## src/rtl/core/dbav_pkg.sv

```systemverilog
// Shared types, widths and constants of the decimating block-average voltmeter.
// No dependencies; every other file refers to it by scoped names.
package dbav_pkg;

    localparam int CHANNELS  = 4;
    localparam int SAMPLES   = 8;
    localparam int LANES     = 4;

    localparam int RAW_W     = 12;
    localparam int AVG_W     = 12;
    localparam int MV_W      = 16;
    localparam int TICK_W    = 8;
    localparam int MVQ_W     = 24;
    localparam int GAIN_W    = 12;
    localparam int DROP_W    = 12;
    localparam int CFG_W     = 24;
    localparam int CFG_IDX_W = 2;

    localparam int SUM_W     = RAW_W + $clog2(SAMPLES);
    localparam int CNT_W     = (SAMPLES > 1) ? $clog2(SAMPLES) : 1;
    localparam int CH_W      = (CHANNELS > 1) ? $clog2(CHANNELS) : 1;

    // reciprocal of SAMPLES scaled by 2^SUM_W; quotient is exact or one low
    localparam int RECIP_W   = SUM_W + 1;
    localparam logic [RECIP_W-1:0] RECIP = RECIP_W'((2 ** SUM_W) / SAMPLES);
    localparam int FIX_W     = AVG_W + 1 + $clog2(SAMPLES + 1);

    localparam int MUL_A_W   = AVG_W + MVQ_W;
    localparam int MUL_B_W   = MVQ_W;
    localparam int PROD_W    = MUL_A_W + MUL_B_W;
    localparam int MV0_W     = MVQ_W + 2;
    localparam int MV1_W     = MUL_A_W - 16;

    localparam logic [TICK_W-1:0] TICK_DIVIDE_RST = TICK_W'(10);
    localparam logic [MVQ_W-1:0]  MV_PER_LSB_RST  = MVQ_W'(52800);
    localparam logic [GAIN_W-1:0] GAIN_RST        = GAIN_W'(1024);
    localparam logic [DROP_W-1:0] DROP_RST        = '0;

    typedef enum logic [CFG_IDX_W-1:0] {
        CFG_TICK_DIVIDE = 2'd0,
        CFG_MV_PER_LSB  = 2'd1,
        CFG_GAIN        = 2'd2,
        CFG_DROP        = 2'd3
    } t_cfg_idx;

    typedef struct packed {
        logic [TICK_W-1:0]        tick_divide;
        logic [MVQ_W-1:0]         mv_per_lsb_q16;
        logic [GAIN_W-1:0]        divider_gain_q8;
        logic signed [DROP_W-1:0] drop_offset_mv;
    } t_cfg;

    typedef struct packed {
        logic [RAW_W-1:0] raw_ch0;
        logic [RAW_W-1:0] raw_ch1;
        logic [RAW_W-1:0] raw_ch2;
        logic [RAW_W-1:0] raw_ch3;
    } t_in_item;

    typedef struct packed {
        logic [AVG_W-1:0] avg_ch0;
        logic [AVG_W-1:0] avg_ch1;
        logic [AVG_W-1:0] avg_ch2;
        logic [AVG_W-1:0] avg_ch3;
        logic [MV_W-1:0]  mv_ch0;
        logic [MV_W-1:0]  mv_ch1;
        logic [MV_W-1:0]  mv_ch2;
        logic [MV_W-1:0]  mv_ch3;
    } t_out_item;

    typedef enum logic [2:0] {
        OP_IDLE = 3'd0,
        OP_DIV  = 3'd1,
        OP_FIX  = 3'd2,
        OP_MV   = 3'd3,
        OP_GAIN = 3'd4,
        OP_SAT  = 3'd5,
        OP_LOAD = 3'd6
    } t_op;

    typedef struct packed {
        logic            take;
        t_op             op;
        logic [CH_W-1:0] ch;
    } t_cmd;

    typedef struct packed {
        logic block_last;
        logic out_free;
    } t_stat;

endpackage

```

## src/rtl/core/dbav_in_if.sv

```systemverilog
// Input channel of the voltmeter: valid/ready plus one tick of raw codes.
// Depends on dbav_pkg for the item type.
interface dbav_in_if;
    logic                valid;
    logic                ready;
    dbav_pkg::t_in_item  item;

    modport source (output valid, output item, input ready);
    modport sink   (input valid, input item, output ready);
endinterface

```

## src/rtl/core/dbav_out_if.sv

```systemverilog
// Result channel of the voltmeter: valid/ready plus averages and millivolts.
// Depends on dbav_pkg for the item type.
interface dbav_out_if;
    logic                valid;
    logic                ready;
    dbav_pkg::t_out_item item;

    modport source (output valid, output item, input ready);
    modport sink   (input valid, input item, output ready);
endinterface

```

## src/rtl/core/dbav_cfg.sv

```systemverilog
// Configuration register bank, written through a plain write port.
// Depends on dbav_pkg.
module dbav_cfg (
    input  logic                               i_clk,
    input  logic                               i_rst_n,
    input  logic                               i_cfg_we,
    input  logic [dbav_pkg::CFG_IDX_W-1:0]     i_cfg_idx,
    input  logic [dbav_pkg::CFG_W-1:0]         i_cfg_data,
    output dbav_pkg::t_cfg                     o_cfg
);

    dbav_pkg::t_cfg r_cfg;

    always_ff @(posedge i_clk) begin
        if (!i_rst_n) begin
            r_cfg.tick_divide     <= dbav_pkg::TICK_DIVIDE_RST;
            r_cfg.mv_per_lsb_q16  <= dbav_pkg::MV_PER_LSB_RST;
            r_cfg.divider_gain_q8 <= dbav_pkg::GAIN_RST;
            r_cfg.drop_offset_mv  <= dbav_pkg::DROP_RST;
        end else if (i_cfg_we) begin
            case (dbav_pkg::t_cfg_idx'(i_cfg_idx))
                dbav_pkg::CFG_TICK_DIVIDE: begin
                    r_cfg.tick_divide <= i_cfg_data[dbav_pkg::TICK_W-1:0];
                end
                dbav_pkg::CFG_MV_PER_LSB: begin
                    r_cfg.mv_per_lsb_q16 <= i_cfg_data[dbav_pkg::MVQ_W-1:0];
                end
                dbav_pkg::CFG_GAIN: begin
                    r_cfg.divider_gain_q8 <= i_cfg_data[dbav_pkg::GAIN_W-1:0];
                end
                dbav_pkg::CFG_DROP: begin
                    r_cfg.drop_offset_mv <= i_cfg_data[dbav_pkg::DROP_W-1:0];
                end
                default: begin
                end
            endcase
        end
    end

    assign o_cfg = r_cfg;

endmodule

```

## src/rtl/core/dbav_ctrl.sv

```systemverilog
// Sequencer: takes ticks while idle, then walks the channels through
// divide, correct, scale and saturate steps on the shared multiplier. Uses dbav_pkg.
module dbav_ctrl (
    input  logic              i_clk,
    input  logic              i_rst_n,
    input  logic              i_in_valid,
    input  dbav_pkg::t_stat   i_stat,
    output logic              o_in_ready,
    output dbav_pkg::t_cmd    o_cmd
);

    typedef enum logic [6:0] {
        ST_IDLE = 7'b0000001,
        ST_DIV  = 7'b0000010,
        ST_FIX  = 7'b0000100,
        ST_MV   = 7'b0001000,
        ST_GAIN = 7'b0010000,
        ST_SAT  = 7'b0100000,
        ST_LOAD = 7'b1000000
    } t_state;

    t_state                      r_state, n_state;
    logic [dbav_pkg::CH_W-1:0]   r_ch, n_ch;
    logic                        take;
    logic                        ch_last;

    assign take    = i_in_valid && (r_state == ST_IDLE);
    assign ch_last = (r_ch == dbav_pkg::CH_W'(dbav_pkg::CHANNELS - 1));

    always_comb begin
        n_state    = r_state;
        n_ch       = r_ch;
        o_cmd.take = take;
        o_cmd.ch   = r_ch;
        o_cmd.op   = dbav_pkg::OP_IDLE;
        case (r_state)
            ST_IDLE: begin
                if (take && i_stat.block_last) begin
                    n_state = ST_DIV;
                    n_ch    = '0;
                end
            end
            ST_DIV: begin
                o_cmd.op = dbav_pkg::OP_DIV;
                n_state  = ST_FIX;
            end
            ST_FIX: begin
                o_cmd.op = dbav_pkg::OP_FIX;
                n_state  = ST_MV;
            end
            ST_MV: begin
                o_cmd.op = dbav_pkg::OP_MV;
                n_state  = (r_ch == '0) ? ST_GAIN : ST_SAT;
            end
            ST_GAIN: begin
                o_cmd.op = dbav_pkg::OP_GAIN;
                n_state  = ST_SAT;
            end
            ST_SAT: begin
                o_cmd.op = dbav_pkg::OP_SAT;
                if (ch_last) begin
                    n_state = ST_LOAD;
                end else begin
                    n_state = ST_DIV;
                    n_ch    = r_ch + 1'b1;
                end
            end
            ST_LOAD: begin
                // hold until the result register is free
                if (i_stat.out_free) begin
                    o_cmd.op = dbav_pkg::OP_LOAD;
                    n_state  = ST_IDLE;
                end
            end
            default: begin
                n_state = ST_IDLE;
            end
        endcase
    end

    always_ff @(posedge i_clk) begin
        if (!i_rst_n) begin
            r_state <= ST_IDLE;
            r_ch    <= '0;
        end else begin
            r_state <= n_state;
            r_ch    <= n_ch;
        end
    end

    assign o_in_ready = (r_state == ST_IDLE);

endmodule

```

## src/rtl/core/dbav_dpath.sv

```systemverilog
// Datapath: tick divider, per-channel sums, shared multiplier, reciprocal
// divide with correction, saturation and the result register. Uses dbav_pkg.
module dbav_dpath (
    input  logic                 i_clk,
    input  logic                 i_rst_n,
    input  dbav_pkg::t_cfg       i_cfg,
    input  dbav_pkg::t_in_item   i_in_item,
    input  dbav_pkg::t_cmd       i_cmd,
    input  logic                 i_out_ready,
    output logic                 o_out_valid,
    output dbav_pkg::t_out_item  o_out_item,
    output dbav_pkg::t_stat      o_stat
);

    localparam int SUM_W   = dbav_pkg::SUM_W;
    localparam int AVG_W   = dbav_pkg::AVG_W;
    localparam int MV_W    = dbav_pkg::MV_W;
    localparam int FIX_W   = dbav_pkg::FIX_W;
    localparam int MUL_A_W = dbav_pkg::MUL_A_W;
    localparam int MUL_B_W = dbav_pkg::MUL_B_W;
    localparam int PROD_W  = dbav_pkg::PROD_W;
    localparam int MV0_W   = dbav_pkg::MV0_W;
    localparam int MV1_W   = dbav_pkg::MV1_W;
    localparam int DROP_W  = dbav_pkg::DROP_W;
    localparam int MVQ_W   = dbav_pkg::MVQ_W;

    logic [dbav_pkg::TICK_W-1:0] r_tick;
    logic [dbav_pkg::CNT_W-1:0]  r_reading;
    logic [SUM_W-1:0]            r_sum     [dbav_pkg::CHANNELS];
    logic [PROD_W-1:0]           r_prod;
    logic [AVG_W-1:0]            r_avg;
    logic [AVG_W-1:0]            r_res_avg [dbav_pkg::CHANNELS];
    logic [MV_W-1:0]             r_res_mv  [dbav_pkg::CHANNELS];
    logic                        r_out_valid;
    dbav_pkg::t_out_item         r_out_item;

    logic [dbav_pkg::RAW_W-1:0]  raw       [dbav_pkg::LANES];
    logic [AVG_W-1:0]            load_avg  [dbav_pkg::LANES];
    logic [MV_W-1:0]             load_mv   [dbav_pkg::LANES];
    logic [dbav_pkg::TICK_W-1:0] n_tick;
    logic                        hit;
    logic                        block_last;
    logic                        out_free;
    logic [SUM_W-1:0]            sum_sel;
    logic [MUL_A_W-1:0]          mul_a;
    logic [MUL_B_W-1:0]          mul_b;
    logic [PROD_W-1:0]           mul_p;
    logic [AVG_W-1:0]            q_est;
    logic [FIX_W-1:0]            q_back;
    logic [AVG_W-1:0]            avg_fix;
    logic [MVQ_W-1:0]            p0;
    logic signed [MV0_W-1:0]     mv0_sum;
    logic [MV1_W-1:0]            p1;
    logic [MV_W-1:0]             mv_sat;

    assign raw[0] = i_in_item.raw_ch0;
    assign raw[1] = i_in_item.raw_ch1;
    assign raw[2] = i_in_item.raw_ch2;
    assign raw[3] = i_in_item.raw_ch3;

    assign n_tick     = r_tick + 1'b1;
    assign hit        = (n_tick == i_cfg.tick_divide);
    assign block_last = hit && (r_reading == dbav_pkg::CNT_W'(dbav_pkg::SAMPLES - 1));
    assign out_free   = !r_out_valid || i_out_ready;

    assign o_stat.block_last = block_last;
    assign o_stat.out_free   = out_free;

    assign sum_sel = r_sum[i_cmd.ch];

    // shared multiplier operand select
    always_comb begin
        case (i_cmd.op)
            dbav_pkg::OP_DIV: begin
                mul_a = MUL_A_W'(sum_sel);
                mul_b = MUL_B_W'(dbav_pkg::RECIP);
            end
            dbav_pkg::OP_MV: begin
                mul_a = MUL_A_W'(r_avg);
                mul_b = i_cfg.mv_per_lsb_q16;
            end
            dbav_pkg::OP_GAIN: begin
                mul_a = r_prod[MUL_A_W-1:0];
                mul_b = MUL_B_W'(i_cfg.divider_gain_q8);
            end
            default: begin
                mul_a = '0;
                mul_b = '0;
            end
        endcase
    end

    assign mul_p = PROD_W'(mul_a) * PROD_W'(mul_b);

    // estimate is the true quotient or one below it
    assign q_est   = r_prod[SUM_W +: AVG_W];
    assign q_back  = FIX_W'({1'b0, q_est} + 1'b1) * FIX_W'(dbav_pkg::SAMPLES);
    assign avg_fix = (FIX_W'(sum_sel) >= q_back) ? q_est + 1'b1 : q_est;

    // battery: product of three factors, Q24 down, then signed offset
    assign p0      = r_prod[24 +: MVQ_W];
    assign mv0_sum = $signed({2'b00, p0})
                   + $signed({{(MV0_W - DROP_W){i_cfg.drop_offset_mv[DROP_W-1]}},
                              i_cfg.drop_offset_mv});
    assign p1      = r_prod[16 +: MV1_W];

    always_comb begin
        if (i_cmd.ch == '0) begin
            if (mv0_sum < 0) begin
                mv_sat = '0;
            end else if (mv0_sum > $signed(MV0_W'(65535))) begin
                mv_sat = '1;
            end else begin
                mv_sat = mv0_sum[MV_W-1:0];
            end
        end else begin
            mv_sat = (|p1[MV1_W-1:MV_W]) ? '1 : p1[MV_W-1:0];
        end
    end

    always_comb begin
        for (int c = 0; c < dbav_pkg::LANES; c++) begin
            if (c < dbav_pkg::CHANNELS) begin
                load_avg[c] = r_res_avg[dbav_pkg::CH_W'(c)];
                load_mv[c]  = r_res_mv[dbav_pkg::CH_W'(c)];
            end else begin
                load_avg[c] = '0;
                load_mv[c]  = '0;
            end
        end
    end

    // control state
    always_ff @(posedge i_clk) begin
        if (!i_rst_n) begin
            r_tick      <= '0;
            r_reading   <= '0;
            r_out_valid <= 1'b0;
            for (int c = 0; c < dbav_pkg::CHANNELS; c++) begin
                r_sum[c] <= '0;
            end
        end else begin
            if (i_cmd.take) begin
                r_tick <= hit ? '0 : n_tick;
                if (hit) begin
                    r_reading <= block_last ? '0 : r_reading + 1'b1;
                    for (int c = 0; c < dbav_pkg::CHANNELS; c++) begin
                        r_sum[c] <= r_sum[c] + SUM_W'(raw[c]);
                    end
                end
            end
            if (i_cmd.op == dbav_pkg::OP_LOAD) begin
                for (int c = 0; c < dbav_pkg::CHANNELS; c++) begin
                    r_sum[c] <= '0;
                end
                r_out_valid <= 1'b1;
            end else if (i_out_ready) begin
                r_out_valid <= 1'b0;
            end
        end
    end

    // payload
    always_ff @(posedge i_clk) begin
        case (i_cmd.op)
            dbav_pkg::OP_DIV, dbav_pkg::OP_MV, dbav_pkg::OP_GAIN: begin
                r_prod <= mul_p;
            end
            dbav_pkg::OP_FIX: begin
                r_avg               <= avg_fix;
                r_res_avg[i_cmd.ch] <= avg_fix;
            end
            dbav_pkg::OP_SAT: begin
                r_res_mv[i_cmd.ch] <= mv_sat;
            end
            dbav_pkg::OP_LOAD: begin
                r_out_item.avg_ch0 <= load_avg[0];
                r_out_item.avg_ch1 <= load_avg[1];
                r_out_item.avg_ch2 <= load_avg[2];
                r_out_item.avg_ch3 <= load_avg[3];
                r_out_item.mv_ch0  <= load_mv[0];
                r_out_item.mv_ch1  <= load_mv[1];
                r_out_item.mv_ch2  <= load_mv[2];
                r_out_item.mv_ch3  <= load_mv[3];
            end
            default: begin
            end
        endcase
    end

    assign o_out_valid = r_out_valid;
    assign o_out_item  = r_out_item;

endmodule

```

## src/rtl/core/decimating_block_average_voltmeter_unit.sv

```systemverilog
// Decimating block-average voltmeter for four ADC channels.
// Input channel i_in: one transfer per timer tick with the latest raw code of
// each channel. Every tick_divide ticks (256 when it is zero) one reading per
// channel goes into a running sum; the tick that completes SAMPLES readings
// produces one transfer on o_res with the truncated averages and millivolts.
// Config port: i_cfg_we/i_cfg_idx/i_cfg_data, to be written only while idle;
// the block does not enforce this. A tick that completes no block is simply
// taken while the sequencer idles; the completing tick starts a 4-step pass
// per channel (5 for the battery channel) through the one shared multiplier,
// then the output register is loaded and o_res.valid rises. i_in.ready is low during that pass.
// The result sits in an output register: further ticks are taken while it
// waits, and if o_res is stalled when the next block finishes, the sequencer
// holds that block until the register frees up.
// Reset (synchronous, active low) clears the tick and reading counters, the
// sums and the output valid, and loads the register defaults.
// Depends on dbav_pkg, dbav_in_if, dbav_out_if, dbav_cfg, dbav_ctrl, dbav_dpath.
module decimating_block_average_voltmeter_unit (
    input  logic                            i_clk,
    input  logic                            i_rst_n,
    dbav_in_if.sink                         i_in,
    dbav_out_if.source                      o_res,
    input  logic                            i_cfg_we,
    input  logic [dbav_pkg::CFG_IDX_W-1:0]  i_cfg_idx,
    input  logic [dbav_pkg::CFG_W-1:0]      i_cfg_data
);

    dbav_pkg::t_cfg      cfg;
    dbav_pkg::t_cmd      cmd;
    dbav_pkg::t_stat     stat;
    dbav_pkg::t_out_item out_item;
    logic                in_ready;
    logic                out_valid;

    dbav_cfg u_cfg (
        .i_clk      (i_clk),
        .i_rst_n    (i_rst_n),
        .i_cfg_we   (i_cfg_we),
        .i_cfg_idx  (i_cfg_idx),
        .i_cfg_data (i_cfg_data),
        .o_cfg      (cfg)
    );

    dbav_ctrl u_ctrl (
        .i_clk      (i_clk),
        .i_rst_n    (i_rst_n),
        .i_in_valid (i_in.valid),
        .i_stat     (stat),
        .o_in_ready (in_ready),
        .o_cmd      (cmd)
    );

    dbav_dpath u_dpath (
        .i_clk       (i_clk),
        .i_rst_n     (i_rst_n),
        .i_cfg       (cfg),
        .i_in_item   (i_in.item),
        .i_cmd       (cmd),
        .i_out_ready (o_res.ready),
        .o_out_valid (out_valid),
        .o_out_item  (out_item),
        .o_stat      (stat)
    );

    assign i_in.ready  = in_ready;
    assign o_res.valid = out_valid;
    assign o_res.item  = out_item;

    // ticks are only taken while no block is being computed
    a_take_idle: assert property (@(posedge i_clk) disable iff (!i_rst_n)
        (i_in.valid && i_in.ready) |-> (cmd.op == dbav_pkg::OP_IDLE))
        else $error("tick taken during block computation");

    // a held result is never overwritten
    a_load_free: assert property (@(posedge i_clk) disable iff (!i_rst_n)
        (cmd.op == dbav_pkg::OP_LOAD) |-> (!o_res.valid || o_res.ready))
        else $error("result register loaded while still held");

    // a result only appears after a load command
    a_valid_src: assert property (@(posedge i_clk) disable iff (!i_rst_n)
        $rose(o_res.valid) |-> $past(cmd.op == dbav_pkg::OP_LOAD))
        else $error("result valid without load");

    // the block computation starts right after the completing tick
    a_start: assert property (@(posedge i_clk) disable iff (!i_rst_n)
        (i_in.valid && i_in.ready && stat.block_last) |=>
            (cmd.op == dbav_pkg::OP_DIV && !i_in.ready))
        else $error("completing tick did not start computation");

endmodule
```

## src/flat_wrapper.sv

```systemverilog
// flat-port wrapper written by rule: the top's interface ports become plain ports
module decimating_block_average_voltmeter_unit_flat 
  (i_clk, i_rst_n, i_cfg_we, i_cfg_idx, i_cfg_data, i_in_valid, i_in_item, i_in_ready, o_res_valid, o_res_item, o_res_ready);
  dbav_in_if i_in_i ();
  dbav_out_if o_res_i ();
  input  logic i_clk;
  input  logic i_rst_n;
  input  logic i_cfg_we;
  input  logic [dbav_pkg::CFG_IDX_W-1:0] i_cfg_idx;
  input  logic [dbav_pkg::CFG_W-1:0] i_cfg_data;
  input wire logic [$bits(i_in_i.valid)-1:0] i_in_valid;
  input wire logic [$bits(i_in_i.item)-1:0] i_in_item;
  output wire logic [$bits(i_in_i.ready)-1:0] i_in_ready;
  output wire logic [$bits(o_res_i.valid)-1:0] o_res_valid;
  output wire logic [$bits(o_res_i.item)-1:0] o_res_item;
  input wire logic [$bits(o_res_i.ready)-1:0] o_res_ready;
  assign i_in_i.valid = i_in_valid;
  assign i_in_i.item = i_in_item;
  assign i_in_ready = i_in_i.ready;
  assign o_res_valid = o_res_i.valid;
  assign o_res_item = o_res_i.item;
  assign o_res_i.ready = o_res_ready;
  decimating_block_average_voltmeter_unit u_core (.i_clk(i_clk), .i_rst_n(i_rst_n), .i_in(i_in_i), .o_res(o_res_i), .i_cfg_we(i_cfg_we), .i_cfg_idx(i_cfg_idx), .i_cfg_data(i_cfg_data));
endmodule
```

## config.mk

```make
export PLATFORM = sky130hd
export DESIGN_NAME = decimating_block_average_voltmeter_unit_flat
export DESIGN_NICKNAME = d
export VERILOG_FILES = /design/src/rtl/core/dbav_pkg.sv /design/src/rtl/core/dbav_in_if.sv /design/src/rtl/core/dbav_out_if.sv /design/src/rtl/core/dbav_cfg.sv /design/src/rtl/core/dbav_ctrl.sv /design/src/rtl/core/dbav_dpath.sv /design/src/rtl/core/decimating_block_average_voltmeter_unit.sv /design/src/flat_wrapper.sv
export SDC_FILE = /design/constraint.sdc
export NUM_CORES = 2
export LEC_CHECK = 0
export BUFFER_PORTS_ARGS = -buffer_cell sky130_fd_sc_hd__buf_4
export CAP_MARGIN = 30
export CORE_UTILIZATION = 45
export DETAILED_ROUTE_END_ITERATION = 8
export PLACE_DENSITY_LB_ADDON = 0.25
export SLEW_MARGIN = 20
export SYNTH_ARGS = -nofsm -noshare
export SYNTH_HDL_FRONTEND = slang
export SYNTH_SLANG_ARGS = --single-unit
```

## constraint.sdc

```tcl
create_clock -name i_clk -period 8.77 [get_ports i_clk]
set_clock_uncertainty 0.05 [all_clocks]
set_input_delay 0.877 -clock i_clk [delete_from_list [all_inputs] [get_ports i_clk]]
set_output_delay 0.877 -clock i_clk [all_outputs]
set_load 0.01 [all_outputs]
```

[After elaboration in Yosys (flattened, before gate mapping)]
Memories as Yosys holds them, arrays and structs flattened. A register that Yosys moved wholly into a read port is not among the register bits.
Cells that the tools add are included.
Operators by class
  add/sub/neg operators: 10
  multipliers: 1
  magnitude comparators: 3
  equal/unequal tests: 22
  multiplexer cells: 43
  bitwise logic cells: 8
  reduce and logical (&&, ||, !) cells: 18
Operator list (number)
  two-way mux 15 bit: 8
  one-hot mux 36 bit (3 select lines): 1
  one-hot mux 24 bit (3 select lines): 1
  two-way mux 16 bit: 4
  adder 15 x 12 -> 15 bit: 4
  one-hot mux 7 bit (7 select lines): 1
  multiplier 36 x 24 -> 48 bit: 1
  adder 25 x 12 -> 26 bit: 1
  greater-than comparator 26 x 17 -> 1 bit (second input constant): 1
  less-than comparator 26 x 1 -> 1 bit (second input constant): 1
  two-way mux 7 bit: 3
  one-hot mux 3 bit (6 select lines): 1
  >= comparator 15 x 16 -> 1 bit: 1
  two-way mux 1 bit: 14
  adder 12 x 1 -> 13 bit (second input constant): 1
  adder 12 x 1 -> 12 bit (second input constant): 1
  == test 3 bit (second input constant): 4
  two-way mux 12 bit: 1
  AND reduction 2 bit: 6
  adder 8 x 1 -> 8 bit (second input constant): 1
  == test 8 bit: 1
  two-way mux 2 bit: 4
  two-way mux 8 bit: 1
  OR 1 bit: 8
  26 further kinds: 35
Word-level totals
  bits in registers: 137
  memory bits (writable): 172
  memories: 3
Memories
  u_core.u_dpath.r_res_mv: depth 4, width 16, rd ports 4, clocked after Yosys merged registers in 4, write ports 1, line dbav_dpath.sv:33  | logic [MV_W-1:0] r_res_mv [dbav_pkg::CHANNELS];
  u_core.u_dpath.r_sum: depth 4, width 15, rd ports 5, clocked after Yosys merged registers in 1, write ports 4, line dbav_dpath.sv:29  | logic [SUM_W-1:0] r_sum [dbav_pkg::CHANNELS];
  u_core.u_dpath.r_res_avg: depth 4, width 12, rd ports 4, clocked after Yosys merged registers in 4, write ports 1, line dbav_dpath.sv:32  | logic [AVG_W-1:0] r_res_avg [dbav_pkg::CHANNELS];

[Longest topological paths before layout]
  depth in word-level cells: 9
  depth in mapped cells: 33
  depth with buffers taken out: 32

[Hierarchy]
Synthesis repeated with hierarchy kept, for this count alone.
Unflattened totals
  cell total of the unflattened synthesis: 4110
  area, all modules: 41940.2 sq um
By module, submodules not included
  dbav_dpath: instances 1, cells an instance 3811, area an instance 39062.5 sq um, seq. area each 10269.8 sq um
  dbav_cfg: instances 1, cells an instance 221, area an instance 2240.9 sq um, seq. area each 1121.1 sq um
  dbav_ctrl: instances 1, cells an instance 78, area an instance 636.9 sq um, seq. area each 180.2 sq um

[Worst setup path after synthesis]
OpenSTA, ideal clock, no wires.
  kind: register to register
  start: register with a tool-made name
  end: register u_core.u_dpath.r_prod[47] (data pin)
  arrival: 8469 ps
  data required time: 8460 ps
  path slack: -9 ps
  stages on the path, launching flop included: 31
  buffers on the path: 2
  period minus slack after synthesis: 8779 ps
  cell sequence: dfxtp_1 clkbuf_1 clkbuf_1 mux4_2 and2_1 a221oi_1 nor2_1 fa_1 fa_1 inv_1 fa_1 inv_1 fa_1 inv_1 fa_1 inv_1 fa_1 inv_1 fa_1 inv_1 ha_1 a21o_1 a211o_1 o211ai_1 o211ai_1 a21oi_2 o31ai_1 a41o_1 a221o_1 a21oi_1 xnor2_1
RTL lines
  to (signal assigned): line dbav_dpath.sv:167  | r_prod <= mul_p;
  to (decl): line dbav_dpath.sv:30  | logic [PROD_W-1:0] r_prod;

==> flow_results.org <==
** Clock tree
- Hold-fix buffers at CTS :: 0
- CTS Root Cell :: sky130_fd_sc_hd__clkbuf_16
- In this run the deepest clock path goes through 3 buffers.
- The H-tree was split into 2 levels.
- The clock drives about 420 sinks.
- Clock tree from TritonCTS :: built
- Clock transition time at the flip-flop clock pins of the worst setup and hold paths :: roughly 0.060 ns
- For the worst-skew pair, the clock arrives at the later sink with an insertion delay of 0.63 ns.
- In this run, CTS created clock tree buffers numbering between 40 and 50.

** Finish
- Share of final-layout standard cells stronger than drive strength 1 :: 0.129
- Number of nets in the layout :: 5,591
- Final cell count without fillers :: 5,884
- 0 antenna diodes ended up in the layout.
- Layout overhead on the synthesized area :: 16.6%
- Final design instance area without fill :: between 40,000 and 50,000 sq um

** Synthesis
- Average instance area after synthesis :: 10.2 sq um
- Summed over all instances, the cell type with the most area after synthesis is sky130_fd_sc_hd__fa_1.
- The cell area that synthesis handed to floorplanning was approximately 42,000 sq um.
- Post-synthesis sequential element count :: 423
- Area share of the largest cell type after synthesis :: 0.329
- After synthesis, the largest family of logic cells by area is adder cells.
- Simple-gate portion of the synthesized area :: 0.121
- Yosys attributes the largest share of cell area to sky130_fd_sc_hd__fa_1 (33%), sky130_fd_sc_hd__edfxtp_1 (23%), sky130_fd_sc_hd__inv_1 (7.3%), sky130_fd_sc_hd__ha_1 (6.6%), sky130_fd_sc_hd__dfxtp_1 (5.2%).
- Most used flip-flop cell after synthesis :: sky130_fd_sc_hd__edfxtp_1
- After synthesis, the share of cell area in mux cells is 0.0108.
- By instance count, the leading cell after synthesis is sky130_fd_sc_hd__inv_1.
- After synthesis, the share of flip-flops with an asynchronous set or reset is 0.
- Number of cells produced by synthesis :: between 4,000 and 5,000
- XOR/XNOR Fraction of Synth Area :: 0.0268
- Synth warnings :: 0
- Of the total synthesized cell area, the portion taken by full adders, half adders and majority gates is 0.395.
- Top post-synthesis cells by count :: sky130_fd_sc_hd__inv_1 (810), sky130_fd_sc_hd__fa_1 (688), sky130_fd_sc_hd__nand2_1 (561)
- Counting flops with a built-in enable in the synthesized netlist gives around 310.
- Proportion of synthesized chip area in sequential cells :: 0.278
- The fraction of the mapped netlist area in compound gates came to 0.0791.
- Number of different library cells in the post-synthesis netlist :: about 90

** Die
- Starting density of the core :: 0.455
- I/O pin cnt :: between 150 and 200
- The total area inside the core boundary comes to around 92,000 sq um.
- Die Area :: roughly 94,000 sq um
- After floorplanning, the core was divided into between 100 and 150 placement rows.
- Die Width :: around 310 um
- Floorplan die height :: a little over 300 um

** Routing
- Once detail routing completed, the nets flagged for antenna violations numbered 0.
- DRC marker count from the first detailed-route iteration :: about 2,200
- Routed vias/inst :: just over 5
- The pre-antenna-repair detailed-routing pass consisted of 6 iterations.
- Drt total wl :: approximately 110,000 um
- Total via count in the routed design :: a little under 30,000
- After detailed routing, the average wire length per cell comes to around 19 um.
- DRC violations left :: 0

** Setup path
- Among the stages of the critical path, the cell type that occurs most often is sky130_fd_sc_hd__fa_1.
- The setup check on the worst reg-to-reg path leaves a slack of 0.17 ns.
- Crit Path Category :: reg2reg
- Peak per-stage delay on the critical path :: ~0.64 ns
- In this run the worst path has a maximum fanout of 9.
- Req. time, crit path :: slightly above 9 ns
- Element type at the critical path end :: flop
- Among all stages on the critical path, the largest delay is contributed by sky130_fd_sc_hd__fa_1.
- Critical Path Start Type :: flop
- Data on the critical path arrives at its endpoint at 8.98 ns.

** Pwr
- The share of total power dissipated in sequential elements is 0.228.
- In this run the power spent charging and discharging nets is 4.55 mW.
- The internal portion of the total power is about 6 mW.
- Overall power consumption after layout is estimated at 10.6 mW.
- Share of power burned in the clock network :: 0.185
- Leak pwr :: roughly 22 nW
- Maximum VDD drop :: between 600 and 700 uV
- For this design the ratio of total power to cell area is between 200 and 250 nW/um^2.
- Of the total power, the share spent switching nets is 0.430.
- Combinational fraction of design power :: 0.587

** Placed design
- Port Buf Inserts :: between 150 and 200
- The placed instances occupy a cell area of between 40,000 and 50,000 sq um.
- Routability-driven placement finished with a final weighted congestion of approximately 0.96.
- Counting tap cells, the placed design contains a total of 5,753 instances.
- The HPWL after detailed placement is 91,200 um.

** STA
- Final setup violation count :: 0
- Number of slew-limit violations in the final report :: 0
- Of the available clock period, the critical path in the final layout requires 0.981.
- For the pin with the worst max-slew slack, the measured transition is 0.930 ns.
- Worst rel slew slack :: 0.373
- The total count of hold-check failures in the final report is 0.
- Maximum clock rate :: approximately 120 MHz
- Min cycle time layout :: ~8.6 ns

** Global routing
- Entering global routing, the biggest net connects between 70 and 80 pins.
- The initial antenna violation count came to 2.
- Across every metal layer, demand over resource in global routing totals 0.242.
- The via count of the first global-routing pass was slightly above 30,000.
- The first global-routing pass estimated approximately 170,000 um of wire.
- Global routing finished with a remaining overflow of 0.

** Worst hold path
- The worst hold path belongs to the class reg2reg.

** Job
- Across the run, the number of max-cap violations was 0.

** Run status
- The flow ran to the end, and the final reports show no timing, DRC or antenna violations.
[what timing repair did]
action                                  in CTS  in global routing
pin swaps                                    0                 11
resized for setup                            1                 58
setup buffers                                0                 41
gates cloned                                 0                  4
endpoints found under the setup margin       1                 14
[placed cells by master, fill, tap and decap left out, drive strengths merged, types with 40 or more instances in the layout]
master  count
a21boi     52
conb      207
inv       819
o21ai      83
clkbuf     57
dfxtp     109
nand2     562
nor3       42
nor2      323
a21oi     128
edfxtp    314
xnor2      88
buf       403
fa        688
ha        220
nand3      54
and2       62
xor2       40
[path summary, 6_finish.rpt]
kind	cells past startpoint	end	startpoint
worst min register to register	0	o_res_item[19]	u_core.u_dpath.r_res_mv[2][3]
worst max register to register	29	u_core.u_dpath.r_prod[44]	flop
worst min-delay path	0	o_res_item[19]	u_core.u_dpath.r_res_mv[2][3]
worst max-delay path	29	u_core.u_dpath.r_prod[44]	flop
[metrics by stage]
step | utilization | TNS [ns] | worst slack (ns) | hold WS (ns)
after floorplan | - | 0 | 0.0431 | 0.350
after global placement | 0.506 | 0 | 0.115 | 0.351
after detailed placement | 0.507 | 0 | 0.0303 | 0.355
after CTS | 0.523 | 0 | 0.0226 | 0.353
after global routing | 0.531 | -0.121 | -0.0401 | 0.370
final | 0.531 | 0 | 0.168 | 0.360
[worst max-delay path: cells and delay by family, from the launching register on]
kind            cells  cell delay (ns)
simple gates        7             1.44
fa+ha+maj           8             3.95
mux                 1             0.57
flops               1             0.40
buf+inv             7             0.82
compound gates      6             1.17
[flip-flops by register name (all words and copies together) (netlist names), 2 cells and up, named ones only]
register / count
u_core.u_dpath.r_res_mv: 64
u_core.u_ctrl.r_state: 7
u_core.u_cfg.o_cfg: 56
u_core.u_dpath.r_prod: 48
u_core.u_dpath.r_res_avg: 48
u_core.u_dpath.r_reading: 3
u_core.u_dpath.r_tick: 8
o_res_item: 100
u_core.u_ctrl.r_ch: 2
u_core.u_dpath.r_sum: 60
u_core.u_dpath.o_out_item: 12
u_core.u_dpath.r_avg: 12
[layout make-up]
class	instances	area, sq um
Tap cell	1243	1560
Inverter	811	3040
Fill cell	8255	43200
Timing Repair Buffer	407	3510
Multi-Input combinational cell	2916	27500
Clock inverter	31	314
Clock buffer	53	1220
Sequential cell	423	11600
[power by group through the flow]
| stage | clock (mW) | sequential, mW | combinational [mW] |
|---|---|---|---|
| floorplan | 0 | 2.45 | 4.15 |
| finish | 1.95 | 2.42 | 6.22 |
| global placement | 0 | 2.46 | 5.81 |
| global route | 2.07 | 2.42 | 6.89 |
| CTS | 2.00 | 2.41 | 5.90 |
| detailed placement | 0 | 2.46 | 5.86 |
[cell families after synthesis]
group | after synthesis
compound gates | 476
xor+xnor | 128
fa+ha+maj | 908
buf+inv | 980
flops | 423
mux | 26
other cells | 2
simple gates | 1170
[per-layer routing]
metal	routed length [um]	GRT usage	up-vias
li1	-	-	13700
met1	47300	0.334	14800
met2	50200	0.378	1062
met3	11000	0.0633	176
met4	3280	0.0643	2
met5	13	0	-
Note: power is estimated with default switching activity, not from simulation.
